$ cat src/hw/rtl/mctt_ram.sv
// Generic single-port-write, single-port-read RAM with registered read data.
module mctt_ram #(
  parameter int unsigned WIDTH = 8,
  parameter int unsigned DEPTH = 64
) (
  input  logic                                    clk,
  input  logic                                    wr_en,
  input  logic [((DEPTH > 1) ? $clog2(DEPTH) : 1)-1:0] wr_addr,
  input  logic [WIDTH-1:0]                        wr_data,
  input  logic                                    rd_en,
  input  logic [((DEPTH > 1) ? $clog2(DEPTH) : 1)-1:0] rd_addr,
  output logic [WIDTH-1:0]                        rd_data
);

  logic [WIDTH-1:0] mem [DEPTH];

  always_ff @(posedge clk) begin
    if (wr_en) begin
      mem[wr_addr] <= wr_data;
    end
    if (rd_en) begin
      rd_data <= mem[rd_addr];
    end
  end

endmodule

$ cat config.mk
export PLATFORM = sky130hd
export DESIGN_NAME = mctt_ram
export DESIGN_NICKNAME = d
export VERILOG_FILES = /design/src/hw/rtl/mctt_ram.sv
export SDC_FILE = /design/constraint.sdc
export NUM_CORES = 1
export LEC_CHECK = 0
export ABC_CLOCK_PERIOD_IN_PS = 4150
export BUFFER_PORTS_ARGS = -buffer_cell sky130_fd_sc_hd__buf_2
export CAP_MARGIN = 15
export CORE_MARGIN = 2
export CORE_UTILIZATION = 55
export CTS_CLUSTER_DIAMETER = 30
export DETAILED_ROUTE_END_ITERATION = 7
export PLACE_DENSITY_LB_ADDON = 0.08
export SLEW_MARGIN = 25
export SYNTH_ARGS = -nofsm -noshare
export SYNTH_HDL_FRONTEND = slang
export SYNTH_SLANG_ARGS = --single-unit
$ cat constraint.sdc
create_clock -name clk -period 4.15 [get_ports clk]
set_input_delay 0 -clock clk [delete_from_list [all_inputs] [get_ports clk]]
set_output_delay 0 -clock clk [all_outputs]
set_load 0.02 [all_outputs]
==> results of run 1 <==
==> kinds of logic after synthesis <==
family / Yosys count / share of synthesized area (%)
DFF: 520 / 77.1
buffers and inverters: 51 / 1.56
muxes: 162 / 15.9
and+or+nand+nor: 153 / 3.37
AOI/OAI and AO/OA: 54 / 2.06
==> path summary, 6_finish.rpt <==
path,cells past startpoint,end
max,5,rd_data[6]
min,1,mem[15][1]
max reg2reg,5,rd_data[6]
min reg2reg,4,rd_data[2]
==> stage by stage <==
step                hold WS [ns]  cells  area (um^2)
CTS                      0.00328   1588        24200
floorplan                 0.0989    940        20200
global placement           0.395   1401        20800
finish                  -0.00910   1593        24200
detailed placement         0.394   1402        20800
global route              0.0150   1592        24200
==> worst max-delay path, cell delays in order, from the launching register on <==
cell and delay, ns:
sky130_fd_sc_hd__edfxtp_1 0.37, sky130_fd_sc_hd__mux4_2 0.46, sky130_fd_sc_hd__mux2_2 0.30, sky130_fd_sc_hd__o221a_2 0.29
sky130_fd_sc_hd__nor3_1 0.33, sky130_fd_sc_hd__o32ai_1 0.21
==> flip-flops by register name (all words and copies together), names as in the netlist <==
signal   count
mem        512
rd_data      8
==> where the power goes <==
group	leakage, uW	internal (uW)	total [uW]	switching [uW]
registers	0.00469	5840	5850	12.3
logic	0.00154	204	540	336
clock network	0.00157	4980	7650	2670
==> per-layer routing <==
metal  vias up  global-route usage, %  share of wire, %
li1       4198                      -                 -
met1      5204                   34.3                41
met2       429                   37.9                48
met3        96                   5.67               7.8
met4         4                   9.09               2.7
met5         -                  0.639             0.049
==> synth_stat cells <==
| cell | n | share of area (%) |
|---|---|---|
| sky130_fd_sc_hd__edfxtp_1 | 520 | 77 |
| sky130_fd_sc_hd__o2111ai_1 | 3 | 0.13 |
| sky130_fd_sc_hd__o221a_2 | 2 | 0.11 |
| sky130_fd_sc_hd__o21ai_1 | 2 | 0.049 |
| sky130_fd_sc_hd__nor3_1 | 7 | 0.17 |
| sky130_fd_sc_hd__nand4b_1 | 1 | 0.043 |
| sky130_fd_sc_hd__mux2i_1 | 23 | 1.1 |
| sky130_fd_sc_hd__nand3b_1 | 3 | 0.11 |
| sky130_fd_sc_hd__and2_1 | 1 | 0.031 |
| sky130_fd_sc_hd__mux4_2 | 126 | 14 |
| sky130_fd_sc_hd__nor2b_1 | 14 | 0.43 |
| sky130_fd_sc_hd__nand4_1 | 2 | 0.062 |
| sky130_fd_sc_hd__o22ai_1 | 8 | 0.25 |
| sky130_fd_sc_hd__a2111oi_0 | 2 | 0.087 |
| sky130_fd_sc_hd__o21a_1 | 2 | 0.074 |
| sky130_fd_sc_hd__nor2_1 | 83 | 1.5 |
| sky130_fd_sc_hd__o2bb2ai_1 | 3 | 0.13 |
| sky130_fd_sc_hd__nand3_1 | 13 | 0.32 |
| sky130_fd_sc_hd__a211oi_1 | 4 | 0.15 |
| sky130_fd_sc_hd__buf_2 | 11 | 0.27 |
| sky130_fd_sc_hd__o32ai_1 | 2 | 0.087 |
| sky130_fd_sc_hd__o311ai_1 | 1 | 0.043 |
| sky130_fd_sc_hd__or3_1 | 1 | 0.031 |
| sky130_fd_sc_hd__buf_1 | 4 | 0.074 |
| sky130_fd_sc_hd__o41ai_1 | 2 | 0.087 |
| sky130_fd_sc_hd__nand2_1 | 19 | 0.35 |
| sky130_fd_sc_hd__buf_4 | 13 | 0.48 |
| sky130_fd_sc_hd__clkbuf_1 | 17 | 0.32 |
| sky130_fd_sc_hd__nor4_1 | 2 | 0.062 |
| sky130_fd_sc_hd__o221ai_1 | 8 | 0.35 |
| sky130_fd_sc_hd__mux2_2 | 13 | 0.72 |
| sky130_fd_sc_hd__nand2b_1 | 7 | 0.22 |
| sky130_fd_sc_hd__a31oi_1 | 1 | 0.031 |
| sky130_fd_sc_hd__buf_6 | 4 | 0.22 |
| sky130_fd_sc_hd__a21oi_1 | 3 | 0.074 |
| sky130_fd_sc_hd__o21ai_0 | 2 | 0.049 |
| sky130_fd_sc_hd__a221oi_1 | 6 | 0.26 |
| sky130_fd_sc_hd__a22oi_1 | 3 | 0.11 |
| sky130_fd_sc_hd__buf_12 | 2 | 0.20 |
==> area by class of cell <==
| cell class | instances | share of cell area [%] |
|---|---|---|
| sequential | 520 | 64.5 |
| multi-input combinational | 369 | 17.8 |
| clock buffer | 109 | 10.4 |
| clock inverter | 70 | 3.06 |
| tap | 468 | 2.42 |
| timing repair buffer | 55 | 1.82 |
| antenna | 2 | 0.0207 |
==> what timing repair did <==
action,4_1_cts,5_1_grt
hold buffers,7,2
hold endpoints to repair,45,19
setup endpoints to repair,0,0
==> results by stage, run 1 <==
Final layout:
- In the final design database the tool counted 1064 nets.
- The area occupied by registers is 15600 um^2.
- The filler cells instantiated in the layout total 2349.
- The utilization of the core after routing is 66.5%.
- The fraction of final layout cells with drive strength greater than 1 is 31.0%.
- The library cell used most frequently in the layout, excluding fill and tap cells, is sky130_fd_sc_hd__edfxtp_1.
- The area added between synthesis and finish is 19.6%.
- The library cells used most frequently in the layout, excluding fill and tap cells, are 520 x sky130_fd_sc_hd__edfxtp_1, 126 x sky130_fd_sc_hd__mux4_2, 99 x sky130_fd_sc_hd__clkbuf_16.
- In the final layout, the multi-input gates occupy 4320 um^2.

Drt:
- Dividing the detail-routed wire length by the instance count gives 28.1 um.
- The first detailed-routing pass took 6 iterations.
- The final antenna-violating net count is 0.
- The via count of the routed design is 9931.
- In the routed layout, each cell is associated on average with a via count of 6.23.
- The DRC violation total after the first TritonRoute iteration is 980.
- For this block, the routed nets add up to 44700 um of wire.
- After detailed routing, the number of remaining DRC violations is 0.

Timing:
- The final period demand of the worst path is 2.25 ns.
- Setup violations remaining at the end of the flow were counted as 0.
- For the final database, setup skew stands at 0.0283 ns.
- The final worst setup slack is 1.90 ns.
- The tightest hold path in the finished design has a slack of -0.00910 ns.
- The worst max-slew margin expressed relative to the limit is 33.6%.
- The number of hold violations in the final report came to 6.
- Based on the critical path, the design can be clocked at up to 0.444 GHz.
- The final critical path takes up 54.3% of the cycle.
- At the pin with the least slew margin, the transition time is 0.992 ns.
- The final number of max-transition violations is 0.
- Summed over all failing endpoints, the final setup total negative slack is 0 ns.
- Setup repair after global routing left no endpoint under its margin.

Clock tree:
- The number of post-CTS setup repair buffers is 0.
- The post-cts gate resize count is 0.
- The CTS tree is yes.
- The H-tree was split into 3 levels.
- The number of buffers on the longest clock path is 3.
- The clock-pin slew on the worst setup and hold paths is 0.06 ns.
- For the worst-skew pair, the clock arrives at the later sink with an insertion delay of 0.61 ns.
- The cell at the root of the clock tree is sky130_fd_sc_hd__clkbuf_16.
- The number of clock buffers added by TritonCTS is 95.
- The tree built by TritonCTS fans out to 520 sinks.

Worst hold path:
- The origin of the worst min-delay path is wr_data[1].
- The worst hold path belongs to the class in -> reg.

Yosys:
- The sequential cell area fraction in the yosys report is 77.1%.
- After technology mapping, the gate count stands at 940.
- Synthesis inferred 520 register bits.
- In this run, distinct cell masters in the synthesized netlist total 39.
- The average instance in the mapped netlist occupies 21.5 um^2.
- The count of yosys warnings during synthesis is 0.
- The net count after synthesis is 963.
- Summing every instance area after synthesis gives 20200 um^2.

Placed design:
- OpenSTA, run right after detailed placement, puts the worst setup slack at 1.21 ns.
- The congestion estimate from routability-driven global placement came to 0.795.
- Buffers placed on the I/O ports in this run total 30.
- The placed wire-length estimate after detailed placement is 26300 um.

Pwr:
- The total power of the final layout is 14000 uW.
- Across the VDD grid, the largest voltage drop is 0.359 mV.
- The power per unit of standard cell area is 580 nW/um^2.
- In this run the static leakage power is 0.00780 uW.

Global routing:
- The number of global-route vias before repair was 10500.
- The sum of overflow across all layers after global routing is 0.
- The first global-routing pass estimated 67000 um of wire.
- Entering global routing, the biggest net connects 87 pins.
- The initial antenna violation count is 4.
- The combined global-route utilization of all metal layers is 24.4%.

Run status:
- The run finished, with violations left.
- The final reports fail on negative hold slack.

Setup path:
- In this run the register-to-register setup slack is 1.90 ns.
- The data arrival time at the worst-slack endpoint is 2.57 ns.
- The largest fanout on the critical path is 1.
- The element type at the critical path start is a register.
- The critical path in this run is classified as reg -> reg.
- Data on the critical path is required at its endpoint by 4.47 ns.
- The most critical setup path has its startpoint at mem[21][6].
- The startpoint of the worst-slack reg-to-reg timing path is mem[21][6].
- The worst setup path is captured at a register.

Floorplanning:
- The placeable core region is 36400 um^2.
- The initial core utilization is 55.6%.
- The floorplan step set the die width to 196 um.
- The number of top-level pins is 31.
- The die covers 38400 um^2.
- The y dimension of the die is 196 um.
- The floorplan has 70 rows.

Run:
- The number of violations of the max-capacitance limit is 0.
Note: power is estimated with default switching activity, not from simulation.
==> inputs of run 2 (changes only) <==
--- a/config.mk
+++ b/config.mk
@@ -5,7 +5,7 @@
 export SDC_FILE = /design/constraint.sdc
 export NUM_CORES = 1
 export LEC_CHECK = 0
-export ABC_CLOCK_PERIOD_IN_PS = 4150
+export ABC_CLOCK_PERIOD_IN_PS = 1900
 export BUFFER_PORTS_ARGS = -buffer_cell sky130_fd_sc_hd__buf_2
 export CAP_MARGIN = 15
 export CORE_MARGIN = 2
==> constraint.sdc (replaced) <==
create_clock -name clk -period 1.9 [get_ports clk]
set_input_delay 0 -clock clk [delete_from_list [all_inputs] [get_ports clk]]
set_output_delay 0 -clock clk [all_outputs]
set_load 0.02 [all_outputs]
==> run 2 against run 1 <==
Effect of this change: the flow finishes with violations (negative hold slack, negative setup slack); clock skew down 0.0069 ns; largest power group unchanged; critical path depth stayed put; die area unchanged.
==> results by stage, run 2 (same netlist as run 1, synthesis figures left out) <==
Run status:
- The final reports fail on negative hold slack, negative setup slack.
- The flow ran to the end, but the final reports show violations.

Setup path:
- The endpoint kind of the worst setup timing path is a register.
- The startpoint of the worst-slack reg-to-reg timing path is mem[6][0].
- The signal on the critical path passes through mux4_2 -> mux4_2 -> nor2_1 -> nor3_1 -> o2bb2ai_1.
- The largest stage delay on the critical path is 0.52 ns (+0.06 ns).
- The most frequent cell on the critical path is sky130_fd_sc_hd__mux4_2.
- The endpoint of the worst register-to-register path is rd_data[0].
- The worst setup path is of the reg -> reg kind.
- The data arrival time at the worst-slack endpoint was 2.35 ns (-0.22 ns).
- The largest fanout on the critical path is 1 (unchanged).
- The number of cells traversed by the worst register-to-register path is 5 (unchanged).
- The start point of the critical path is mem[6][0].
- The required time of the worst setup path is 2.26 ns (-2.21 ns).
- The reg2reg setup slack was -0.09 ns (-1.99 ns).
- The termination of the worst setup path is rd_data[0].
- The slowest stage of the critical path belongs to the cell sky130_fd_sc_hd__mux4_2.
- The worst setup path is launched from a register.

Drt:
- The DRC violation total after the first TritonRoute iteration is 1036 (+5.7%).
- The detailed-route vias per instance is 6.06 (-2.7%).
- The number of detailed-routing iterations run before antenna repair was 5 (-1).
- The post-detailed-route DRC marker count came to 0 (unchanged).
- The average routed wire per standard cell is 27.4 um (-2.6%).
- The final antenna-violating net count is 0 (unchanged).
- The via count of the routed design is 10500 (+5.6%).
- The final wirelength was 47300 um (+5.7%).

Pwr:
- The leakage dissipation is 0.00857 uW (+9.9%).
- The maximum ir drop on the vdd rail is 0.866 mV (+140%).
- The power per unit of standard cell area is 1210 nW/um^2 (+110%).

Clock tree:
- The number of buffers on the longest clock path is 3 (unchanged).
- The cell at the root of the clock tree is sky130_fd_sc_hd__clkbuf_16.
- The number of CTS-inserted buffers was 94 (-1.1%).
- TritonCTS built the clock tree.
- The CTS H-tree depth is 3 (unchanged).
- The insertion delay to the later sink of the worst-skew pair is 0.61 ns (about the same).
- The clock-pin slew on the worst setup and hold paths came to 0.05 ns (about the same).
- The number of sinks handled by clock tree synthesis came to 520 (unchanged).

Timing:
- The highest clock rate is 0.502 GHz (+13%).
- The final critical-path share of the clock period is 105% (+51 points).
- The final count of negative-setup-slack endpoints is 7 (+7).
- The number of hold violations in the final report is 1 (-5).
- The maximum clock skew at final layout is 0.0214 ns (-0.00687 ns).
- The final worst setup slack came to -0.0915 ns (-1.99 ns).
- The transition time of the tightest slew-check pin is 0.754 ns (-0.238 ns).
- The final-layout worst hold slack is -0.00225 ns (+0.00685 ns).
- The worst max-slew margin expressed relative to the limit is 49.7% (+16 points).
- The final number of max-transition violations came to 0 (unchanged).
- The sum of negative setup slack is -0.259 ns (-0.259 ns).
- Setup repair after global routing could not meet its margin everywhere.
- The final period demand of the worst path came to 1.99 ns (-0.260 ns).

Final layout:
- The flip-flop count of the largest register after layout is 512 (unchanged).
- The largest register by flop count is mem.
- In the layout the commonest cells are 520 x sky130_fd_sc_hd__edfxtp_1, 138 x sky130_fd_sc_hd__buf_4, 126 x sky130_fd_sc_hd__mux4_2.
- In the final layout, the registers with the most flip-flops are mem: 512 flops, rd_data: 8 flops.
- The area added between synthesis and finish is 26.2%.
- The post-layout instance count excluding filler cells came to 1729 (+8.5%).
- The library cell used most frequently in the layout, excluding fill and tap cells, is sky130_fd_sc_hd__edfxtp_1.
- The total number of nets in the final design is 1202 (+13%).
- The fraction of final layout cells with drive strength greater than 1 is 39.4% (+8.4 points).
- The diode insertion count for antenna repair is 0 (-2).

Global routing:
- The first-pass GRT wire length is 69900 um (+4.4%).
- The largest net degree at the start of global routing is 65 (-25%).
- The combined global-route utilization of all metal layers is 25.5% (+1.1 points).
- The sum of overflow across all layers after global routing is 0 (unchanged).
- The initial antenna violation count is 0 (-4).
- The number of global-route vias before repair was 11100 (+5.7%).

Floorplanning:
- The initial core utilization came to 55.6% (unchanged).
- The die span in x was 196 um (unchanged).
- The placeable core region is 36400 um^2 (unchanged).
- The y dimension of the die is 196 um (unchanged).
- The full die area is 38400 um^2 (unchanged).
- The number of top-level pins was 31 (unchanged).
- The count of standard-cell rows is 70 (unchanged).

Placed design:
- The routability congestion estimate is 0.826 (+3.9%).
- The placed wire-length estimate after detailed placement is 29600 um (+13%).
- The count of input and output buffers was 30 (unchanged).
- The number of placed cells counting well taps is 1539 (+9.8%).

Run:
- The number of violations of the max-capacitance limit was 0 (unchanged).

Worst hold path:
- The tightest min-delay check is of the in -> reg type.
- The depth of the worst hold-timing path is 4 (+3).
==> run 2: how the worst min path moves through the flow <==
stage / from / end / slack [ns]
2_1_floorplan: wr_data[0] / mem[0][0] / 0.1
3_3_place_gp: rd_en / rd_data[1] / 0.39
3_5_place_dp: rd_en / rd_data[1] / 0.40
4_1_cts: rd_addr[5] / rd_data[2] / -0.06
5_1_grt: rd_addr[5] / rd_data[7] / 0.01
6_report: rd_addr[5] / rd_data[7] / -0.002
==> run 2: worst max-delay path, delay by kind of cell (launching register included) <==
kind,cells,cell delay [ns]
simple gates,2,0.21
compound gates,1,0.13
mux,2,1.04
flops,1,0.36
==> run 2: layout make-up <==
| cell class | count | area, um^2 |
|---|---|---|
| flip-flops and latches | 520 | 15600 |
| fillers | 2254 | 10900 |
| multi-input cells | 369 | 4440 |
| clock buffers | 107 | 2440 |
| repair buffers | 194 | 1630 |
| clock inverters | 71 | 846 |
| well taps | 468 | 586 |
==> run 2: report_power, final <==
| part | switching, uW | total (uW) | internal (uW) |
|---|---|---|---|
| sequential | 31.3 | 12800 | 12700 |
| clock | 5900 | 16800 | 10900 |
| combinational | 806 | 1390 | 584 |
| total | 6740 | 31000 | 24200 |
==> run 2: stage by stage <==
stage               instance area, um^2  util, %  hold slack (ns)  setup slack (ns)  total power [uW]
global route                      25600     70.2           0.0106            -0.157             31900
CTS                               25500     70.1          -0.0559           -0.0556             31200
finish                            25600     70.2         -0.00225           -0.0915             31000
floorplan                         20200        -           0.0989            0.0697             13700
detailed placement                22000     60.4            0.397            -0.407             14300
global placement                  22000     60.4            0.395            -0.339             14300
==> run 2: what timing repair did <==
item,CTS,global route
hold buffers,11,1
endpoints found under the setup margin,8,8
pin swaps,5,1
gates resized for setup,25,1
endpoints found under the hold margin,263,2
buffers inserted,0,0
==> run 2: layer usage <==
layer	wire (um)	share of wire, %	global-route usage [%]	vias up
met4	1180	2.5	9.18	0
met3	4070	8.6	6.57	82
met5	0	0	0	-
met2	23100	49	40.3	465
li1	-	-	-	4468
met1	19000	40	35.1	5469
